**config.mk**
```make
export PLATFORM = sky130hd
export DESIGN_NAME = multi_channel_soft_timer_bank_flat
export DESIGN_NICKNAME = d
export VERILOG_FILES = /design/src/rtl/tmb_pkg.sv /design/src/rtl/tmb_if.sv /design/src/rtl/multi_channel_soft_timer_bank.sv /design/src/rtl/tmb_alu.sv /design/src/rtl/tmb_out_reg.sv /design/src/rtl/tmb_ctrl.sv /design/src/flat_wrapper.sv
export SDC_FILE = /design/constraint.sdc
export NUM_CORES = 1
export LEC_CHECK = 0
export BUFFER_PORTS_ARGS = -buffer_cell sky130_fd_sc_hd__buf_2
export CAP_MARGIN = 20
export CORE_AREA = 2 2 340 342
export CTS_BUF_LIST = sky130_fd_sc_hd__clkbuf_8
export CTS_CLUSTER_SIZE = 10
export DETAILED_ROUTE_END_ITERATION = 12
export DIE_AREA = 0 0 342 344
export HOLD_SLACK_MARGIN = 0.12
export PLACE_DENSITY = 0.56
export SYNTH_ARGS = -nofsm -noshare
export SYNTH_HDL_FRONTEND = slang
export SYNTH_HIERARCHICAL = 1
export SYNTH_SLANG_ARGS = --single-unit
```
**constraint.sdc**
```tcl
create_clock -name clk -period 14.5 [get_ports clk]
set_input_delay 0.725 -clock clk [delete_from_list [all_inputs] [get_ports clk]]
set_output_delay 0.725 -clock clk [all_outputs]
set_load 0.03 [all_outputs]
```
**src/rtl/tmb_pkg.sv**
```systemverilog
// Shared types, codes and sizes for the soft timer bank.
// Used by the interfaces and by every module of the block.
`timescale 1ns / 1ps

package tmb_pkg;

  localparam int NUM_TIMERS = 8;
  localparam int SLOT_FIELD_LIMIT = 8;
  localparam int USABLE_SLOTS = (NUM_TIMERS < SLOT_FIELD_LIMIT) ? NUM_TIMERS : SLOT_FIELD_LIMIT;
  localparam int IDX_W = (USABLE_SLOTS > 1) ? $clog2(USABLE_SLOTS) : 1;
  localparam int CNT_W = $clog2(USABLE_SLOTS + 1);

  localparam int FUNC_W = 3;
  localparam int SLOT_W = 3;
  localparam int KIND_W = 2;
  localparam int WORD_W = 32;
  localparam int RS_W   = 2;

  localparam logic [FUNC_W-1:0] FN_CREATE  = 3'd0;
  localparam logic [FUNC_W-1:0] FN_START   = 3'd1;
  localparam logic [FUNC_W-1:0] FN_STOP    = 3'd2;
  localparam logic [FUNC_W-1:0] FN_DELETE  = 3'd3;
  localparam logic [FUNC_W-1:0] FN_PROCESS = 3'd4;

  localparam logic [KIND_W-1:0] KIND_DONE    = 2'd0;
  localparam logic [KIND_W-1:0] KIND_FAIL    = 2'd1;
  localparam logic [KIND_W-1:0] KIND_EXPIRED = 2'd2;

  localparam logic [RS_W-1:0] RS_STOPPED = 2'd0;
  localparam logic [RS_W-1:0] RS_RUNNING = 2'd1;
  localparam logic [RS_W-1:0] RS_TIMEOUT = 2'd2;

  typedef struct packed {
    logic [KIND_W-1:0] kind;
    logic [SLOT_W-1:0] slot_out;
    logic [WORD_W-1:0] tag_out;
    logic              last;
  } res_t;

  typedef struct packed {
    logic push;
    res_t res;
  } push_t;

endpackage

```
**src/rtl/tmb_if.sv**
```systemverilog
// Valid/ready channel interfaces for commands and results of the timer bank.
// Depends on tmb_pkg for field widths.
`timescale 1ns / 1ps

interface tmb_in_if;
  logic                      valid;
  logic                      ready;
  logic [tmb_pkg::FUNC_W-1:0] func;
  logic [tmb_pkg::SLOT_W-1:0] slot;
  logic                      mode;
  logic [tmb_pkg::WORD_W-1:0] period;
  logic [tmb_pkg::WORD_W-1:0] tag;
  logic [tmb_pkg::WORD_W-1:0] now;

  modport source (output valid, func, slot, mode, period, tag, now, input ready);
  modport sink (input valid, func, slot, mode, period, tag, now, output ready);
endinterface

interface tmb_out_if;
  logic                      valid;
  logic                      ready;
  logic [tmb_pkg::KIND_W-1:0] kind;
  logic [tmb_pkg::SLOT_W-1:0] slot_out;
  logic [tmb_pkg::WORD_W-1:0] tag_out;
  logic                      last;

  modport source (output valid, kind, slot_out, tag_out, last, input ready);
  modport sink (input valid, kind, slot_out, tag_out, last, output ready);
endinterface

```
**src/rtl/multi_channel_soft_timer_bank.sv**
```systemverilog
// Top level of the soft timer bank: command sequencer plus result register.
// Depends on tmb_pkg, tmb_if, tmb_ctrl and tmb_out_reg.
`timescale 1ns / 1ps

// Each command is taken in one transfer and then executed while the command
// channel holds ready low. Create scans for the lowest free slot, one slot per
// cycle while the result register can take a result. A process pass visits
// every slot once through the shared adder and comparator. The sequencer
// waits in any cycle in which the result register is still full and not
// taken. Expiry results leave in slot order, the last one marked; a pass with
// no expiry gives one done result.

module multi_channel_soft_timer_bank (
  input  logic      clk,
  input  logic      rst,
  tmb_in_if.sink    in_ch,
  tmb_out_if.source out_ch
);
  import tmb_pkg::*;

  push_t push;
  logic  out_free;

  tmb_ctrl u_ctrl (
    .clk      (clk),
    .rst      (rst),
    .in_ch    (in_ch),
    .out_free (out_free),
    .push_o   (push)
  );

  tmb_out_reg u_out_reg (
    .clk    (clk),
    .rst    (rst),
    .push_i (push),
    .free   (out_free),
    .out_ch (out_ch)
  );

endmodule

```
**src/rtl/tmb_alu.sv**
```systemverilog
// Shared arithmetic unit: one 32-bit adder and one unsigned compare.
// Depends on tmb_pkg.
`timescale 1ns / 1ps

module tmb_alu (
  input  logic [tmb_pkg::WORD_W-1:0] add_a,
  input  logic [tmb_pkg::WORD_W-1:0] add_b,
  input  logic [tmb_pkg::WORD_W-1:0] cmp_a,
  input  logic [tmb_pkg::WORD_W-1:0] cmp_b,
  output logic [tmb_pkg::WORD_W-1:0] sum,
  output logic                       le
);
  import tmb_pkg::*;

  assign sum = add_a + add_b;
  assign le  = (cmp_a <= cmp_b);

endmodule

```
**src/rtl/tmb_out_reg.sv**
```systemverilog
// Output register between the sequencer and the result channel.
// Depends on tmb_pkg and tmb_out_if.
`timescale 1ns / 1ps

module tmb_out_reg (
  input  logic            clk,
  input  logic            rst,
  input  tmb_pkg::push_t  push_i,
  output logic            free,
  tmb_out_if.source       out_ch
);
  import tmb_pkg::*;

  logic valid;
  res_t data;

  assign free = !valid || out_ch.ready;

  always_ff @(posedge clk) begin
    if (rst) begin
      valid <= 1'b0;
    end else if (push_i.push) begin
      valid <= 1'b1;
    end else if (out_ch.ready) begin
      valid <= 1'b0;
    end
  end

  always_ff @(posedge clk) begin
    if (push_i.push) begin
      data <= push_i.res;
    end
  end

  assign out_ch.valid    = valid;
  assign out_ch.kind     = data.kind;
  assign out_ch.slot_out = data.slot_out;
  assign out_ch.tag_out  = data.tag_out;
  assign out_ch.last     = data.last;

  a_push_sets_valid: assert property (@(posedge clk) disable iff (rst)
    push_i.push |=> valid) else $error("result register lost a transfer");

endmodule

```
**src/rtl/tmb_ctrl.sv**
```systemverilog
// Sequencer and slot storage: walks the slots one per cycle through tmb_alu
// while the result register is free. Depends on tmb_pkg, tmb_in_if, tmb_alu.
`timescale 1ns / 1ps

module tmb_ctrl (
  input  logic           clk,
  input  logic           rst,
  tmb_in_if.sink         in_ch,
  input  logic           out_free,
  output tmb_pkg::push_t push_o
);
  import tmb_pkg::*;

  localparam logic S_IDLE = 1'b0;
  localparam logic S_EXEC = 1'b1;

  logic              state;
  logic [CNT_W-1:0]  idx;
  logic [FUNC_W-1:0] c_func;
  logic [SLOT_W-1:0] c_slot;
  logic              c_mode;
  logic [WORD_W-1:0] c_period;
  logic [WORD_W-1:0] c_tag;
  logic [WORD_W-1:0] c_now;
  logic              have_pend;
  logic [SLOT_W-1:0] pend_slot;
  logic [WORD_W-1:0] pend_tag;

  logic              in_use   [USABLE_SLOTS];
  logic [RS_W-1:0]   rs       [USABLE_SLOTS];
  logic              mode_m   [USABLE_SLOTS];
  logic [WORD_W-1:0] period_m [USABLE_SLOTS];
  logic [WORD_W-1:0] match_m  [USABLE_SLOTS];
  logic [WORD_W-1:0] tag_m    [USABLE_SLOTS];

  logic [IDX_W-1:0]  ix;
  logic [IDX_W-1:0]  cix;
  logic              at_end;
  logic              cmd_ok;
  logic              step;
  logic              accept;
  logic [WORD_W-1:0] add_b;
  logic [WORD_W-1:0] sum;
  logic              le;

  logic done, adv, wr_create, expire, reload, to_stop, set_run, set_stop, set_free;

  assign ix     = idx[IDX_W-1:0];
  assign cix    = c_slot[IDX_W-1:0];
  assign at_end = (idx == CNT_W'(USABLE_SLOTS));
  assign cmd_ok = ({1'b0, c_slot} < (SLOT_W + 1)'(USABLE_SLOTS)) && in_use[cix];
  assign step   = (state == S_EXEC) && out_free;
  assign accept = in_ch.valid && in_ch.ready;
  assign in_ch.ready = (state == S_IDLE);

  assign add_b = (c_func == FN_CREATE) ? c_period : period_m[ix];

  tmb_alu u_alu (
    .add_a (c_now),
    .add_b (add_b),
    .cmp_a (match_m[ix]),
    .cmp_b (c_now),
    .sum   (sum),
    .le    (le)
  );

  always_comb begin
    push_o    = '0;
    done      = 1'b0;
    adv       = 1'b0;
    wr_create = 1'b0;
    expire    = 1'b0;
    reload    = 1'b0;
    to_stop   = 1'b0;
    set_run   = 1'b0;
    set_stop  = 1'b0;
    set_free  = 1'b0;
    if (step) begin
      push_o.res.last = 1'b1;
      unique case (c_func)
        FN_CREATE: begin
          if (at_end) begin
            push_o.push     = 1'b1;
            push_o.res.kind = KIND_FAIL;
            done            = 1'b1;
          end else if (!in_use[ix]) begin
            push_o.push         = 1'b1;
            push_o.res.kind     = KIND_DONE;
            push_o.res.slot_out = SLOT_W'(ix);
            wr_create           = 1'b1;
            done                = 1'b1;
          end else begin
            adv = 1'b1;
          end
        end
        FN_START, FN_STOP, FN_DELETE: begin
          push_o.push         = 1'b1;
          push_o.res.kind     = cmd_ok ? KIND_DONE : KIND_FAIL;
          push_o.res.slot_out = c_slot;
          done                = 1'b1;
          set_run             = cmd_ok && (c_func == FN_START);
          set_stop            = cmd_ok && (c_func != FN_START);
          set_free            = cmd_ok && (c_func == FN_DELETE);
        end
        FN_PROCESS: begin
          if (at_end) begin
            push_o.push = 1'b1;
            done        = 1'b1;
            if (have_pend) begin
              push_o.res.kind     = KIND_EXPIRED;
              push_o.res.slot_out = pend_slot;
              push_o.res.tag_out  = pend_tag;
            end else begin
              push_o.res.kind = KIND_DONE;
            end
          end else begin
            adv = 1'b1;
            if (in_use[ix] && rs[ix] == RS_RUNNING && le) begin
              expire = 1'b1;
              if (have_pend) begin
                push_o.push         = 1'b1;
                push_o.res.kind     = KIND_EXPIRED;
                push_o.res.slot_out = pend_slot;
                push_o.res.tag_out  = pend_tag;
                push_o.res.last     = 1'b0;
              end
            end else if (in_use[ix] && rs[ix] == RS_TIMEOUT) begin
              to_stop = !mode_m[ix];
              reload  = mode_m[ix];
            end
          end
        end
        default: begin
          push_o.push         = 1'b1;
          push_o.res.kind     = KIND_FAIL;
          push_o.res.slot_out = c_slot;
          done                = 1'b1;
        end
      endcase
    end
  end

  always_ff @(posedge clk) begin
    if (rst) begin
      state     <= S_IDLE;
      idx       <= '0;
      have_pend <= 1'b0;
    end else if (accept) begin
      state     <= S_EXEC;
      idx       <= '0;
      have_pend <= 1'b0;
    end else begin
      if (done) begin
        state <= S_IDLE;
      end
      if (adv) begin
        idx <= idx + CNT_W'(1);
      end
      if (expire) begin
        have_pend <= 1'b1;
      end
    end
  end

  always_ff @(posedge clk) begin
    if (accept) begin
      c_func   <= in_ch.func;
      c_slot   <= in_ch.slot;
      c_mode   <= in_ch.mode;
      c_period <= in_ch.period;
      c_tag    <= in_ch.tag;
      c_now    <= in_ch.now;
    end
    if (expire) begin
      pend_slot <= SLOT_W'(ix);
      pend_tag  <= tag_m[ix];
    end
  end

  always_ff @(posedge clk) begin
    if (rst) begin
      for (int i = 0; i < USABLE_SLOTS; i++) begin
        in_use[i] <= 1'b0;
        rs[i]     <= RS_STOPPED;
      end
    end else begin
      if (wr_create) begin
        in_use[ix] <= 1'b1;
        rs[ix]     <= RS_STOPPED;
      end
      if (expire) begin
        rs[ix] <= RS_TIMEOUT;
      end
      if (to_stop) begin
        rs[ix] <= RS_STOPPED;
      end
      if (reload) begin
        rs[ix] <= RS_RUNNING;
      end
      if (set_run) begin
        rs[cix] <= RS_RUNNING;
      end
      if (set_stop) begin
        rs[cix] <= RS_STOPPED;
      end
      if (set_free) begin
        in_use[cix] <= 1'b0;
      end
    end
  end

  always_ff @(posedge clk) begin
    if (wr_create) begin
      mode_m[ix]   <= c_mode;
      period_m[ix] <= c_period;
      match_m[ix]  <= sum;
      tag_m[ix]    <= c_tag;
    end
    if (reload) begin
      match_m[ix] <= sum;
    end
  end

  a_push_when_free: assert property (@(posedge clk) disable iff (rst)
    push_o.push |-> out_free) else $error("result pushed into a full register");

  a_last_ends_item: assert property (@(posedge clk) disable iff (rst)
    (push_o.push && push_o.res.last) |=> state == S_IDLE)
    else $error("sequencer kept working after the final result");

  a_scan_bound: assert property (@(posedge clk) disable iff (rst)
    state == S_EXEC |-> idx <= CNT_W'(USABLE_SLOTS)) else $error("slot scan overran");

endmodule

```
**src/flat_wrapper.sv**
```systemverilog
// flat-port wrapper written by rule: the top's interface ports become plain ports
module multi_channel_soft_timer_bank_flat import tmb_pkg::*;
  (clk, rst, in_ch_valid, in_ch_func, in_ch_slot, in_ch_mode, in_ch_period, in_ch_tag, in_ch_now, in_ch_ready, out_ch_valid, out_ch_kind, out_ch_slot_out, out_ch_tag_out, out_ch_last, out_ch_ready);
  tmb_in_if in_ch_i ();
  tmb_out_if out_ch_i ();
  input  logic clk;
  input  logic rst;
  input wire logic [$bits(in_ch_i.valid)-1:0] in_ch_valid;
  input wire logic [$bits(in_ch_i.func)-1:0] in_ch_func;
  input wire logic [$bits(in_ch_i.slot)-1:0] in_ch_slot;
  input wire logic [$bits(in_ch_i.mode)-1:0] in_ch_mode;
  input wire logic [$bits(in_ch_i.period)-1:0] in_ch_period;
  input wire logic [$bits(in_ch_i.tag)-1:0] in_ch_tag;
  input wire logic [$bits(in_ch_i.now)-1:0] in_ch_now;
  output wire logic [$bits(in_ch_i.ready)-1:0] in_ch_ready;
  output wire logic [$bits(out_ch_i.valid)-1:0] out_ch_valid;
  output wire logic [$bits(out_ch_i.kind)-1:0] out_ch_kind;
  output wire logic [$bits(out_ch_i.slot_out)-1:0] out_ch_slot_out;
  output wire logic [$bits(out_ch_i.tag_out)-1:0] out_ch_tag_out;
  output wire logic [$bits(out_ch_i.last)-1:0] out_ch_last;
  input wire logic [$bits(out_ch_i.ready)-1:0] out_ch_ready;
  assign in_ch_i.valid = in_ch_valid;
  assign in_ch_i.func = in_ch_func;
  assign in_ch_i.slot = in_ch_slot;
  assign in_ch_i.mode = in_ch_mode;
  assign in_ch_i.period = in_ch_period;
  assign in_ch_i.tag = in_ch_tag;
  assign in_ch_i.now = in_ch_now;
  assign in_ch_ready = in_ch_i.ready;
  assign out_ch_valid = out_ch_i.valid;
  assign out_ch_kind = out_ch_i.kind;
  assign out_ch_slot_out = out_ch_i.slot_out;
  assign out_ch_tag_out = out_ch_i.tag_out;
  assign out_ch_last = out_ch_i.last;
  assign out_ch_i.ready = out_ch_ready;
  multi_channel_soft_timer_bank u_core (.clk(clk), .rst(rst), .in_ch(in_ch_i), .out_ch(out_ch_i));
endmodule
```
* After elaboration in Yosys (flattened, before gate mapping)
Memories as Yosys holds them, arrays and structs flattened. A register that Yosys moved wholly into a read port is not among the register bits. Index checks and enable logic that the tools add are counted.
Storage, ports and cells: register bits after elaboration 151, RAM bits 800, bits of input ports 107, output and inout port bits 40, memories 6
Operators by class: add/subtract/negate cells 2, order comparisons 1, equality and inequality tests 8, muxes and demuxes 104, bitwise logic cells 6, reductions and logical operators 21
Memory list:
- u_core.u_ctrl.match_m | words 8, width 32, read ports 1, clocked after memory_dff 1, write ports 1, line tmb_ctrl.sv:33 | logic [WORD_W-1:0] match_m [USABLE_SLOTS];
- u_core.u_ctrl.period_m | words 8, width 32, read ports 1, clocked after memory_dff 1, write ports 1, line tmb_ctrl.sv:32 | logic [WORD_W-1:0] period_m [USABLE_SLOTS];
- u_core.u_ctrl.tag_m | words 8, width 32, read ports 1, clocked after memory_dff 1, write ports 1, line tmb_ctrl.sv:34 | logic [WORD_W-1:0] tag_m [USABLE_SLOTS];
- u_core.u_ctrl.rs | words 8, width 2, read ports 1, clocked after memory_dff 1, write ports 8, line tmb_ctrl.sv:30 | logic [RS_W-1:0] rs [USABLE_SLOTS];
- u_core.u_ctrl.in_use | words 8, width 1, read ports 2, clocked after memory_dff 2, write ports 8, line tmb_ctrl.sv:29 | logic in_use [USABLE_SLOTS];
- u_core.u_ctrl.mode_m | words 8, width 1, read ports 1, clocked after memory_dff 1, write ports 1, line tmb_ctrl.sv:31 | logic mode_m [USABLE_SLOTS];
Operators by type and width (number):
- two-way mux 39 bit | 3
- two-way mux 1 bit | 68
- two-way mux 32 bit | 2
- two-way mux 3 bit | 17
- two-way mux 38 bit | 1
- two-way mux 35 bit | 1
- two-way mux 33 bit | 1
- adder 32 bit | 1
- less-or-equal comparator 32 bit | 1
- case mux 6 bit (3 select lines) | 1
- two-way mux 2 bit | 7
- logical AND 1 bit | 8
- == test 3 x 2 -> 1 bit, second input constant | 2
- two-way mux 6 bit | 1
- OR reduction 2 bit | 3
- bitwise OR 1 bit | 5
- adder 4 x 1 -> 4 bit, second input constant | 1
- == test 4 bit, second input constant | 1
- case mux 1 bit (2 select lines) | 2
- nonzero test 2 bit | 2
- == test 3 x 1 -> 1 bit, second input constant | 1
- == test 3 bit, second input constant | 1
- logical NOT 3 bit | 1
- inequality test 3 x 1 -> 1 bit, second input constant | 1
- other kinds (8) | 10

* Longest topological paths before layout
Gate-level depths: netlist of the first run.
depth in word-level cells 16, gate-level depth with buffers 20, mapped depth without buffers 17

* Cells and area by module
Netlist of the first run, hierarchy kept.
By module, submodules not included:
- tmb_ctrl | instances 1, cells each 1776, area each 36002.0 sq um, seq. area each 28407.2 sq um
- tmb_alu | instances 1, cells each 347, area each 2463.6 sq um, seq. area each 0.0 sq um
- tmb_out_reg | instances 1, cells each 42, area each 1187.4 sq um, seq. area each 1161.1 sq um

* Least setup slack after synthesis of the first run
OpenSTA, ideal clock, no wires.
path type reg-to-reg, start register u_core.u_ctrl.idx[0], end memory u_core.u_ctrl.mode_m[2] (enable), library setup time 0.568 ns, arrival time 6.445 ns, required time 13.932 ns, slack 7.488 ns, cell stages (with the launch flop) 11, path buffers 3, period minus slack after synthesis 7.012 ns, path through dfxtp_1 -> clkbuf_1 -> clkinv_1 -> clkbuf_1 -> clkbuf_1 -> ha_1 -> nand3b_1 -> nand2b_1 -> a21oi_1 -> nand2_1 -> nor3_1
On the way: cells in the longest elaborated chain, start to end 6
Ends and longest elaborated chain:
- start, declared | line tmb_ctrl.sv:18 | logic [CNT_W-1:0] idx;
- start signal, assigned | line tmb_ctrl.sv:157 | idx <= idx + CNT_W'(1);
- == test 4 bit | line tmb_ctrl.sv:50 | assign at_end = (idx == CNT_W'(USABLE_SLOTS));
- two-way mux 1 bit | line tmb_ctrl.sv:82 | if (at_end) begin
- two-way mux 1 bit | line tmb_ctrl.sv:80 | unique case (c_func)
- two-way mux 1 bit | line tmb_ctrl.sv:78 | if (step) begin
- two-way mux 1 bit | line tmb_ctrl.sv:213 | if (wr_create) begin
- two-way mux 1 bit (implied by the code) | line tmb_ctrl.sv:214 | mode_m[ix] <= c_mode;
- end, declared | line tmb_ctrl.sv:31
Several ways; a longest one is shown, not always the timed one.

==> run metrics, run 1 <==
final wirelength=96,400 um; setup violators final=0; Cells after DPL=approximately 3,800; crit-path max FO=56; PD cells=127 mW/mm2; Int Power=about 4.5 mW; worst clock skew=between 0.06 and 0.07 ns; Final Non-Filler Cells=4,170; Logic pwr share=0.050; Critical Path RT=~15 ns; CP Launch Type=flip-flop; Worst Min Path Start=in_ch_period[3]; Seq pwr share=0.554; initial antenna violation count=6; layout cells sized above 1=0.245; I/O Pins=approximately 150; Synth cell types=80; sequential area share after synthesis=0.746; Die X=roughly 340 um; Reg clk slew, reported paths=approximately 0.06 ns; Buffers on Ports=between 100 and 150; CTS buffer count=around 160; Max-Cap Viols=0; core area=0.114 mm2; EDFF count, synth=between 900 and 1,000; r2r setup slk=around 8.5 ns; peak supply drop=just under 0.08 mV; drt drc=0; Synthesized Nets=2,338; Fill cells=approximately 10,000; Clk network pwr share=0.396; Primary FF master, synth=edfxtp_1; headroom to the max-slew limit=0.250; multi-input logic area=0.00967 mm2; hold depth=1; Sequential cell area=0.0296 mm2; cells after synthesis=~2,200; Clk Tree Root Cell=clkbuf_8; clk_lat worst skew=about 0.84 ns; worst reg2reg endpoint=u_core/u_out_reg/out_ch.tag_out[18]$_DFFE_PP_; drt initial violations=1,842; Cell Area, Synth=0.0397 mm2; syn avg cell area=between 15 and 20 um2; YS warnings=6; largest net degree at the start of global routing=81; register bit total from synthesis=just under 1,000; DRT antenna net count=0; total global-route track usage=0.164; total clock sinks=between 900 and 1,000; CP Class=reg2reg; min Tclk post-route=5.98 ns; RSZ-0062 raised after global routing=no; CTS tree=built; first-pass detailed-route iteration total=7; P_leak=approximately 15 nW; vias in the first global route=about 22,000; GPL Wtd Cong=about 0.83; WHS Endpoint=u_core/u_ctrl/c_period[3]$_DFFE_PP_; Slew Viols, Final=0; global-route wire length before repair=approximately 140,000 um; crit path DAT=6.67 ns; Die H=roughly 340 um; grt total ovfl=0; row cnt=approximately 120; post_cts resized=0; # nets final=~2,700; layout overhead on the synthesized area=17.3%; Initial Utilization=0.348; die area=between 0.1 and 0.15 mm2; Finished Core Util=0.409; clock tree buffer depth=3; CTS H-tree depth=4; Worst setup EP type=flip-flop; ys async rst share=0; vias=21,300; Tightest Pin Transition=1.12 ns; DP HPWL=roughly 55,000 um; status=finished clean; Register-to-Register Path Depth=17; setup TNS=0 ns; Net Switching=roughly 1.4 mW; worst hold path class=in2reg; Fin. Hold Viols=0; vias per cell=5.12; DR WL/cell=about 23 um; fin crit share=0.413; Switching Fraction=0.231; max frequency=about 170 MHz
registers in the layout (all words and copies together) (netlist names), 2 cells and up, named ones only:
name,cells
u_core/u_ctrl/c_func,3
u_core/u_ctrl/c_now,32
u_core/u_ctrl/c_period,32
u_core/u_ctrl/c_slot,3
u_core/u_ctrl/c_tag,32
u_core/u_ctrl/idx,4
u_core/u_ctrl/in_use,8
u_core/u_ctrl/match_m,256
u_core/u_ctrl/mode_m,8
u_core/u_ctrl/pend_slot,3
u_core/u_ctrl/pend_tag,32
u_core/u_ctrl/period_m,256
u_core/u_ctrl/rs,16
u_core/u_ctrl/tag_m,256
u_core/u_out_reg/out_ch.kind,2
u_core/u_out_reg/out_ch.slot_out,3
u_core/u_out_reg/out_ch.tag_out,32
worst max path at each step:
stage | start | to | slack, ns | depth (start not counted)
finish | flip-flop | u_core/u_out_reg/out_ch.tag_out[18]$_DFFE_PP_ | 8.52 | 17
global route | flip-flop | u_core/u_out_reg/out_ch.tag_out[2]$_DFFE_PP_ | 8.24 | 17
CTS | flip-flop | u_core/u_out_reg/out_ch.tag_out[18]$_DFFE_PP_ | 8.43 | 17
detailed placement | flip-flop | u_core/u_out_reg/out_ch.tag_out[18]$_DFFE_PP_ | 8.46 | 17
global placement | flip-flop | u_core/u_out_reg/out_ch.kind[1]$_DFFE_PP_ | 8.27 | 15
floorplan | u_core/u_ctrl/idx[0]$_SDFFE_PP0P_ | u_core/u_ctrl/mode_m[2]$_DFFE_PP_ | 7.49 | 10
power by group through the flow:
stage / combinational, mW / sequential [mW] / clock, mW
floorplan: 0.163 / 3.33 / 0
global placement: 0.263 / 3.33 / 0
detailed placement: 0.272 / 3.33 / 0
CTS: 0.296 / 3.27 / 2.42
global route: 0.322 / 3.28 / 2.54
finish: 0.295 / 3.27 / 2.34
critical path: stages, from the launching register on:
cell and delay, ns:
dfxtp_4 0.33, buf_4 0.68, buf_4 0.65, mux4_2 0.40, mux2_2 0.28, ha_1 0.32
a21o_1 0.19, a21o_1 0.18, a21oi_1 0.27, nor2_1 0.07, a211oi_1 0.32, o21ai_0 0.14
nand3_1 0.31, nand3_1 0.28, o21ai_1 0.32, and2b_1 0.63, buf_8 0.24, and2_1 0.16
Yosys cell counts, drive strengths merged, types with 9 or more instances:
cell / number / area, um2
nor3: 21 / 121
a21o: 21 / 158
clkbuf: 59 / 225
buf: 36 / 156
dfxtp: 13 / 260
and2: 39 / 244
edfxtp: 976 / 29300
mux2: 63 / 709
xnor2: 19 / 166
xor2: 11 / 96.3
nor2b: 15 / 93.8
nand4: 12 / 75.1
a221oi: 28 / 251
a221o: 9 / 90.1
nand2: 55 / 206
nor2: 146 / 548
inv: 45 / 169
nand2b: 10 / 70.1
mux2i: 76 / 761
mux4: 144 / 3240
a31oi: 11 / 68.8
o21ai: 51 / 263
a21oi: 104 / 528
a22oi: 21 / 158
nand3: 26 / 130
ha: 65 / 813
and3: 10 / 62.6
layout make-up:
type	count	area share
timing repair buffer	289	0.0448
clock inverter	134	0.0187
inverter	46	0.00371
antenna	2	0.000108
sequential	989	0.636
clock buffer	163	0.0482
tap	1512	0.0407
multi-input combinational	1035	0.208
per-stage QoR:
step                worst slack (ns)  cell area (um2)  hold WS [ns]  total power, mW
finish                          8.52            46500         0.255             5.91
global route                    8.24            46500         0.160             6.13
CTS                             8.43            46500         0.132             5.98
detailed placement              8.46            42400         0.479             3.60
global placement                8.27            42300         0.468             3.59
floorplan                       7.49            39700         0.432             3.49
cell families after synthesis:
logic type	count (synthesis)	synth area share
compound gates	298	0.0503
buf+inv	141	0.0140
mux	283	0.119
simple gates	358	0.0435
xor+xnor	30	0.00663
flops	989	0.746
fa+ha+maj	66	0.0210
metal layers:
layer / global-route usage / part of all wire / vias to the layer above / wire, um
met5: 0 / 0.00036 / - / 35
met4: 0.0558 / 0.024 / 6 / 2300
met3: 0.0294 / 0.054 / 156 / 5190
met2: 0.270 / 0.49 / 708 / 47000
met1: 0.219 / 0.43 / 11000 / 41900
li1: - / - / 9450 / -
timing repair:
action	CTS	global route
hold buffers	104	0
setup buffers	0	0
hold endpoints to repair	107	0
placed cells by master, fill, tap and decap left out, types with 9 or more instances in the layout:
cell type	n
and2_1	38
xor2_1	11
a21oi_1	102
a22oi_1	21
mux4_2	144
nor2b_1	14
mux2i_1	76
clkbuf_8	163
nor2_1	134
nor2_4	12
buf_4	37
a221oi_1	27
ha_1	65
nand4_1	12
mux2_2	62
a31oi_1	10
dlygate4sd3_1	104
clkinv_2	22
o21ai_0	41
xnor2_1	19
clkinv_1	36
nor3_1	14
edfxtp_1	976
a21o_1	21
and3_1	10
buf_2	146
inv_1	97
nand3_1	26
nand2_1	55
nand2b_1	9
a221o_1	9
(Power assumes the default switching activity.)
==> run 2, diff against run 1 <==
--- a/config.mk
+++ b/config.mk
@@ -5,13 +5,14 @@
 export SDC_FILE = /design/constraint.sdc
 export NUM_CORES = 1
 export LEC_CHECK = 0
+export ABC_AREA = 1
 export BUFFER_PORTS_ARGS = -buffer_cell sky130_fd_sc_hd__buf_2
 export CAP_MARGIN = 20
-export CORE_AREA = 2 2 340 342
+export CORE_AREA = 2 2 345 347
 export CTS_BUF_LIST = sky130_fd_sc_hd__clkbuf_8
 export CTS_CLUSTER_SIZE = 10
 export DETAILED_ROUTE_END_ITERATION = 12
-export DIE_AREA = 0 0 342 344
+export DIE_AREA = 0 0 347 349
 export HOLD_SLACK_MARGIN = 0.12
 export PLACE_DENSITY = 0.56
 export SYNTH_ARGS = -nofsm -noshare
==> constraint.sdc (replaced) <==
create_clock -name clk -period 5.7 [get_ports clk]
set_input_delay 0.285 -clock clk [delete_from_list [all_inputs] [get_ports clk]]
set_output_delay 0.285 -clock clk [all_outputs]
set_load 0.03 [all_outputs]
==> run metrics, run 2 <==
vias per cell=4.92 (-3.8%); CTS buffer count=166 (+1.8%); Adder-Cell Fraction of Synth Area=0.0205 (-0.000541); most common cell after layout, fill and taps aside=edfxtp_1; layout overhead on the synthesized area=19.9%; Reg clk slew, reported paths=0.06 ns (about the same); ys async rst share=0 (unchanged); vias=26,500 (+24%); DP Area=0.0438 mm2 (+3.3%); PD cells=309 mW/mm2 (+140%); post-synthesis compound-gate area fraction=0.0866 (+0.0362); DRT antenna net count=0 (unchanged); YS warnings=6 (unchanged); main area contributors after synthesis=edfxtp_1, nor2_1, nand2_1; Max-Cap Viols=0 (unchanged); layout cells sized above 1=0.127 (-0.117); commonest non-fill, non-tap cells in the layout=edfxtp_1, nor2_1, nand2_1, inv_1, o21ai_0; peak supply drop=0.240 mV (+200%); # nets final=3,895 (+44%); M2 GR Usage=0.284 (+0.0137); post_cts resized=0 (unchanged); grt total ovfl=0 (unchanged); status=finished clean; CTS H-tree depth=4 (unchanged); largest family of logic cells by synthesized area=simple AND/OR/NAND/NOR gates; row cnt=126 (+1.6%); vias in the first global route=26,100 (+18%); Primary FF master, synth=edfxtp_1; Die H=349 um (+1.5%); DP HPWL=61,600 um (+12%); total clock sinks=989 (unchanged); setup repair bufs after CTS=0 (unchanged); fin crit share=0.881 (+0.468); Finished Core Util=0.415 (+0.00684); cell family with most CP delay=buffers and inverters; Buffers on Ports=146 (unchanged); busiest grt layer=met2; post-synthesis simple-gate area fraction=0.122 (+0.0783); count leader, synth=edfxtp_1; Post-synth top cells=edfxtp_1, nor2_1, nand2_1; min Tclk post-route=5.02 ns (-0.963 ns); core area=0.117 mm2 (+3.1%); CP Launch Type=flip-flop; Synth area leader=edfxtp_1; RSZ-0062 raised after global routing=no; headroom to the max-slew limit=0.470 (+0.221); post-synth top area share=0.720 (-0.0190); post-synthesis mux area share=0 (-0.119); CP max stage cell=dlygate4sd3_1; cells after synthesis=3,286 (+52%); global routing met1 resource utilization=0.229 (+0.0106); Clk Tree Root Cell=clkbuf_8; Synth cell types=49 (-39%); drt initial violations=2,215 (+20%); clk_lat worst skew=0.86 ns (+0.02 ns); I/O Pins=147 (unchanged); Slew Viols, Final=0 (unchanged); initial antenna violation count=2 (-4); max frequency=199 MHz (+19%); crit path DAT=5.81 ns (-0.86 ns); Worst setup EP type=flip-flop; crit-path max cell delay=0.54 ns (-0.14 ns); GR Util met3=0.0303 (+0.000909); CP Class=reg2reg; setup TNS=0 ns (unchanged); Fin. Hold Viols=0 (unchanged); syn avg cell area=12.4 um2 (-32%); P_leak=18.1 nW (+18%); top flop regs=u_core/u_ctrl/match_m: 256 flops, u_core/u_ctrl/period_m: 256 flops, u_core/u_ctrl/tag_m: 256 flops; setup violators final=0 (unchanged); DR WL/cell=19.7 um (-15%); EDFF count, synth=976 (unchanged); worst hold path class=in2reg; first-pass detailed-route iteration total=5 (-2); clock tree buffer depth=3 (unchanged); Synthesized Nets=3,459 (+48%); critical-path cell list=buf_12, o21ai_0, o22ai_1, nor2_1, a31oi_1, ha_1, a21oi_1, nor2_1, nor2_1, nand3_1, a21oi_1, nand2_1, nand2_1, nand3_1, nor2_2, nand2_1, a211oi_4, buf_4, inv_1, a21oi_2, dlygate4sd3_1; Final Instance Area=0.0488 mm2 (+4.9%); XOR/XNOR Fraction of Synth Area=0.00344 (-0.00318); crit-path max FO=136 (+140%); register bit total from synthesis=989 (unchanged); final wirelength=106,000 um (+10%); GPL Wtd Cong=0.855 (+2.8%); worst clock skew=0.0449 ns (-0.0167 ns); Critical Path RT=6.49 ns (-8.70 ns); total global-route track usage=0.173 (+0.00979); drt drc=0 (unchanged); die area=0.121 mm2 (+2.9%); CTS tree=built; Tightest Pin Transition=0.795 ns (-0.329 ns); Cell Area, Synth=0.0407 mm2 (+2.6%); sequential area share after synthesis=0.726 (-0.0192); global-route wire length before repair=159,000 um (+11%); Initial Utilization=0.347 (-0.00167); Die X=347 um (+1.5%); CP Buf/Inv Count=4 (+1); largest net degree at the start of global routing=137 (+69%)
run 2: power breakdown:
group          switching (mW)  internal [mW]
clock network            2.87           2.85
logic                   0.691          0.337
registers               0.104           8.22
run 2: timing repair:
item | CTS | global route
endpoints found under the hold margin | 126 | 0
endpoints found under the setup margin | 0 | 0
hold buffers | 203 | 0
run 2: cell families (layout without fill, tap and decap cells):
group           count (synthesis)  count (layout)
flops                         989             989
xor+xnor                       16              16
fa+ha+maj                      66              66
compound gates                575             575
buf+inv                       434             996
simple gates                 1206            1206
other cells                     0               2
run 2: metal layers:
layer  routed length, um  up-vias
met5                   0        -
met4                3250        0
met3                5260      213
met2               50600      721
met1               47100    12900
li1                    -    12600
run 2: area by class of cell:
class	instances	area, um2
repair buffers	412	3560
clock inverters	127	674
flip-flops and latches	989	29600
multi-input cells	1863	9650
inverters	290	1100
well taps	1536	1920
clock buffers	167	2300
fillers	11000	68700
diodes	2	5.00
run 2: final timing paths:
kind	slack, ns	startpoint	to	cells past startpoint
worst min-delay path	0.19	in_ch_slot[0]	u_core/u_ctrl/c_slot[0]$_DFFE_PP_	2
worst max-delay path	0.68	flip-flop	u_core/u_out_reg/out_ch.valid$_SDFFE_PP0P_	21
worst max register to register	0.68	flip-flop	u_core/u_out_reg/out_ch.valid$_SDFFE_PP0P_	21
worst min register to register	0.51	u_core/u_ctrl/have_pend$_SDFFE_PP0N_	u_core/u_ctrl/have_pend$_SDFFE_PP0N_	1
run 2: metrics by stage:
| stage | hold WS [ns] | power (mW) | cells | worst slack (ns) |
|---|---|---|---|---|
| after floorplan | 0.347 | 8.99 | 3286 | 0.724 |
| after global placement | 0.463 | 9.39 | 4887 | 1.10 |
| after detailed placement | 0.463 | 9.40 | 4887 | 1.06 |
| after CTS | 0.123 | 15.3 | 5384 | 0.720 |
| after global routing | 0.135 | 15.7 | 5386 | 0.358 |
| final | 0.191 | 15.1 | 5386 | 0.680 |
==> run 3, diff against run 2 <==
--- a/config.mk
+++ b/config.mk
@@ -8,13 +8,13 @@
 export ABC_AREA = 1
 export BUFFER_PORTS_ARGS = -buffer_cell sky130_fd_sc_hd__buf_2
 export CAP_MARGIN = 20
-export CORE_AREA = 2 2 345 347
+export CORE_AREA = 2 2 289 291
 export CTS_BUF_LIST = sky130_fd_sc_hd__clkbuf_8
 export CTS_CLUSTER_SIZE = 10
 export DETAILED_ROUTE_END_ITERATION = 12
-export DIE_AREA = 0 0 347 349
+export DIE_AREA = 0 0 291 293
 export HOLD_SLACK_MARGIN = 0.12
-export PLACE_DENSITY = 0.56
+export PLACE_DENSITY = 0.72
 export SYNTH_ARGS = -nofsm -noshare
 export SYNTH_HDL_FRONTEND = slang
 export SYNTH_HIERARCHICAL = 1
==> run metrics, run 3 (synthesis gave the netlist of run 2 again) <==
Reg clk slew, reported paths=0.06 ns (about the same); commonest non-fill, non-tap cells in the layout=edfxtp_1, nor2_1, nand2_1, inv_1, o21ai_0; DP Area=0.0429 mm2 (-2.0%); Critical Path RT=6.46 ns (-0.03 ns); global-route wire length before repair=148,000 um (-6.9%); layout overhead on the synthesized area=16.6%; setup repair bufs after CTS=0 (unchanged); top flop regs=u_core/u_ctrl/match_m: 256 flops, u_core/u_ctrl/period_m: 256 flops, u_core/u_ctrl/tag_m: 256 flops; CTS H-tree depth=4 (unchanged); Worst Min Path Start=in_ch_tag[6]; CTS tree=built; drt initial violations=2,705 (+22%); I/O Pins=147 (unchanged); Slew Viols, Final=0 (unchanged); grt total ovfl=0 (unchanged); crit-path max FO=150 (+10%); Register-to-Register Path Depth=21 (unchanged); layout cells sized above 1=0.128 (+0.000377); clock tree buffer depth=3 (unchanged); max frequency=195 MHz (-1.9%); CP Launch Type=flip-flop; min Tclk post-route=5.12 ns (+0.0979 ns); final wirelength=97,400 um (-8.3%); Initial Utilization=0.497 (+0.151); Die X=291 um (-16%); # nets final=3,820 (-1.9%); total global-route track usage=0.227 (+0.0531); first-pass detailed-route iteration total=6 (+1); largest net degree at the start of global routing=151 (+10%); Tightest Pin Transition=1.12 ns (+0.321 ns); setup TNS=0 ns (unchanged); worst hold path class=in2reg; Buffers on Ports=146 (unchanged); Fin. Hold Viols=0 (unchanged); Clk Tree Root Cell=clkbuf_8; RSZ-0062 raised after global routing=no; P_leak=17.7 nW (-1.9%); status=finished clean; total clock sinks=989 (unchanged); DR WL/cell=20.1 um (+1.9%); post_cts resized=0 (unchanged); Worst setup EP type=flip-flop; Die H=293 um (-16%); DRT antenna net count=0 (unchanged); GPL Wtd Cong=0.876 (+2.5%); vias per cell=5.53 (+12%); peak supply drop=0.224 mV (-6.6%); headroom to the max-slew limit=0.254 (-0.216); initial antenna violation count=2 (unchanged); drt drc=0 (unchanged); row cnt=105 (-17%); DP HPWL=55,200 um (-10%); fin crit share=0.898 (+0.0172); vias=26,800 (+1.1%); clk_lat worst skew=0.85 ns (about the same); hold depth=2 (unchanged); setup violators final=0 (unchanged); Max-Cap Viols=0 (unchanged); worst clock skew=0.0559 ns (+0.0110 ns); Final Instance Area=0.0475 mm2 (-2.7%); most common cell after layout, fill and taps aside=edfxtp_1; core area=0.0818 mm2 (-30%); CP Class=reg2reg; CTS buffer count=158 (-4.8%); crit path DAT=5.88 ns (+0.07 ns); PD cells=315 mW/mm2 (+2.1%); vias in the first global route=26,300 (+0.80%); die area=0.0853 mm2 (-30%)
-- run 3: changes by cell type in the layout (fill, tap and decap cells not counted), moves of 3 or more --
cell	delta
clkinv_2	+3
clkinv_1	+9
inv_6	-3
inv_1	-15
buf_16	+4
inv_8	-3
dlygate4sd3_1	-60
buf_12	-12
inv_16	+6
clkbuf_8	-6
-- run 3: repair_timing --
action                                 4_1_cts  5_1_grt
setup endpoints to repair                    0        0
hold buffers                               143        0
endpoints found under the hold margin      160        0
-- run 3: area by class of cell --
type,count,area [um2]
Clock inverter,126,752
Antenna cell,1,2.50
Sequential cell,989,29600
Fill cell,6360,34400
Clock buffer,161,2220
Inverter,290,1100
Timing Repair Buffer,345,2840
Tap cell,1070,1340
Multi-Input combinational cell,1863,9650
-- run 3: per-stage QoR --
| stage | setup slack [ns] | utilization | power (mW) | hold slack [ns] | instances |
|---|---|---|---|---|---|
| after floorplan | 0.724 | - | 8.99 | 0.347 | 3286 |
| after global placement | 0.850 | 0.524 | 9.32 | 0.462 | 4407 |
| after detailed placement | 0.749 | 0.524 | 9.34 | 0.463 | 4407 |
| after CTS | 0.682 | 0.578 | 15.1 | 0.120 | 4837 |
| after global routing | 0.380 | 0.580 | 15.5 | 0.143 | 4845 |
| final | 0.582 | 0.580 | 15.0 | 0.182 | 4845 |
-- run 3: worst max-delay path, stage by stage, from the launching register on --
cell and delay (ns):
dfxtp_4 0.38, buf_12 0.49, o21ai_0 0.19, o22ai_1 0.20
nor2_1 0.06, a31oi_1 0.16, ha_1 0.27, a21oi_1 0.20
nor2_1 0.06, nor2_1 0.10, nand3_1 0.11, a21oi_1 0.23
nand2_1 0.09, nand2_1 0.12, nand3_1 0.19, nor2_2 0.22
nand2_1 0.19, a211oi_4 0.24, buf_4 0.50, inv_1 0.17
a21oi_2 0.19, dlygate4sd3_1 0.55
-- run 3: path summary, 6_finish.rpt --
| check | to | slack [ns] |
|---|---|---|
| worst min register to register | u_core/u_ctrl/have_pend$_SDFFE_PP0N_ | 0.51 |
| worst min-delay path | u_core/u_ctrl/c_tag[6]$_DFFE_PP_ | 0.18 |
| worst max register to register | u_core/u_out_reg/out_ch.valid$_SDFFE_PP0P_ | 0.58 |
| worst max-delay path | u_core/u_out_reg/out_ch.valid$_SDFFE_PP0P_ | 0.58 |
-- run 3: metal layers --
metal	share of wire	wire length, um	vias up	GRT usage
met5	0	0	-	0
met4	0.024	2290	0	0.0839
met3	0.078	7580	184	0.0415
met2	0.48	47000	1056	0.374
met1	0.42	40500	13100	0.302
li1	-	-	12500	-
-- run 3: report_power, final --
part / internal [mW] / switching, mW / total, mW
combinational: 0.306 / 0.655 / 0.961
sequential: 8.22 / 0.109 / 8.33
clock: 2.80 / 2.89 / 5.69
total: 11.3 / 3.65 / 15.0
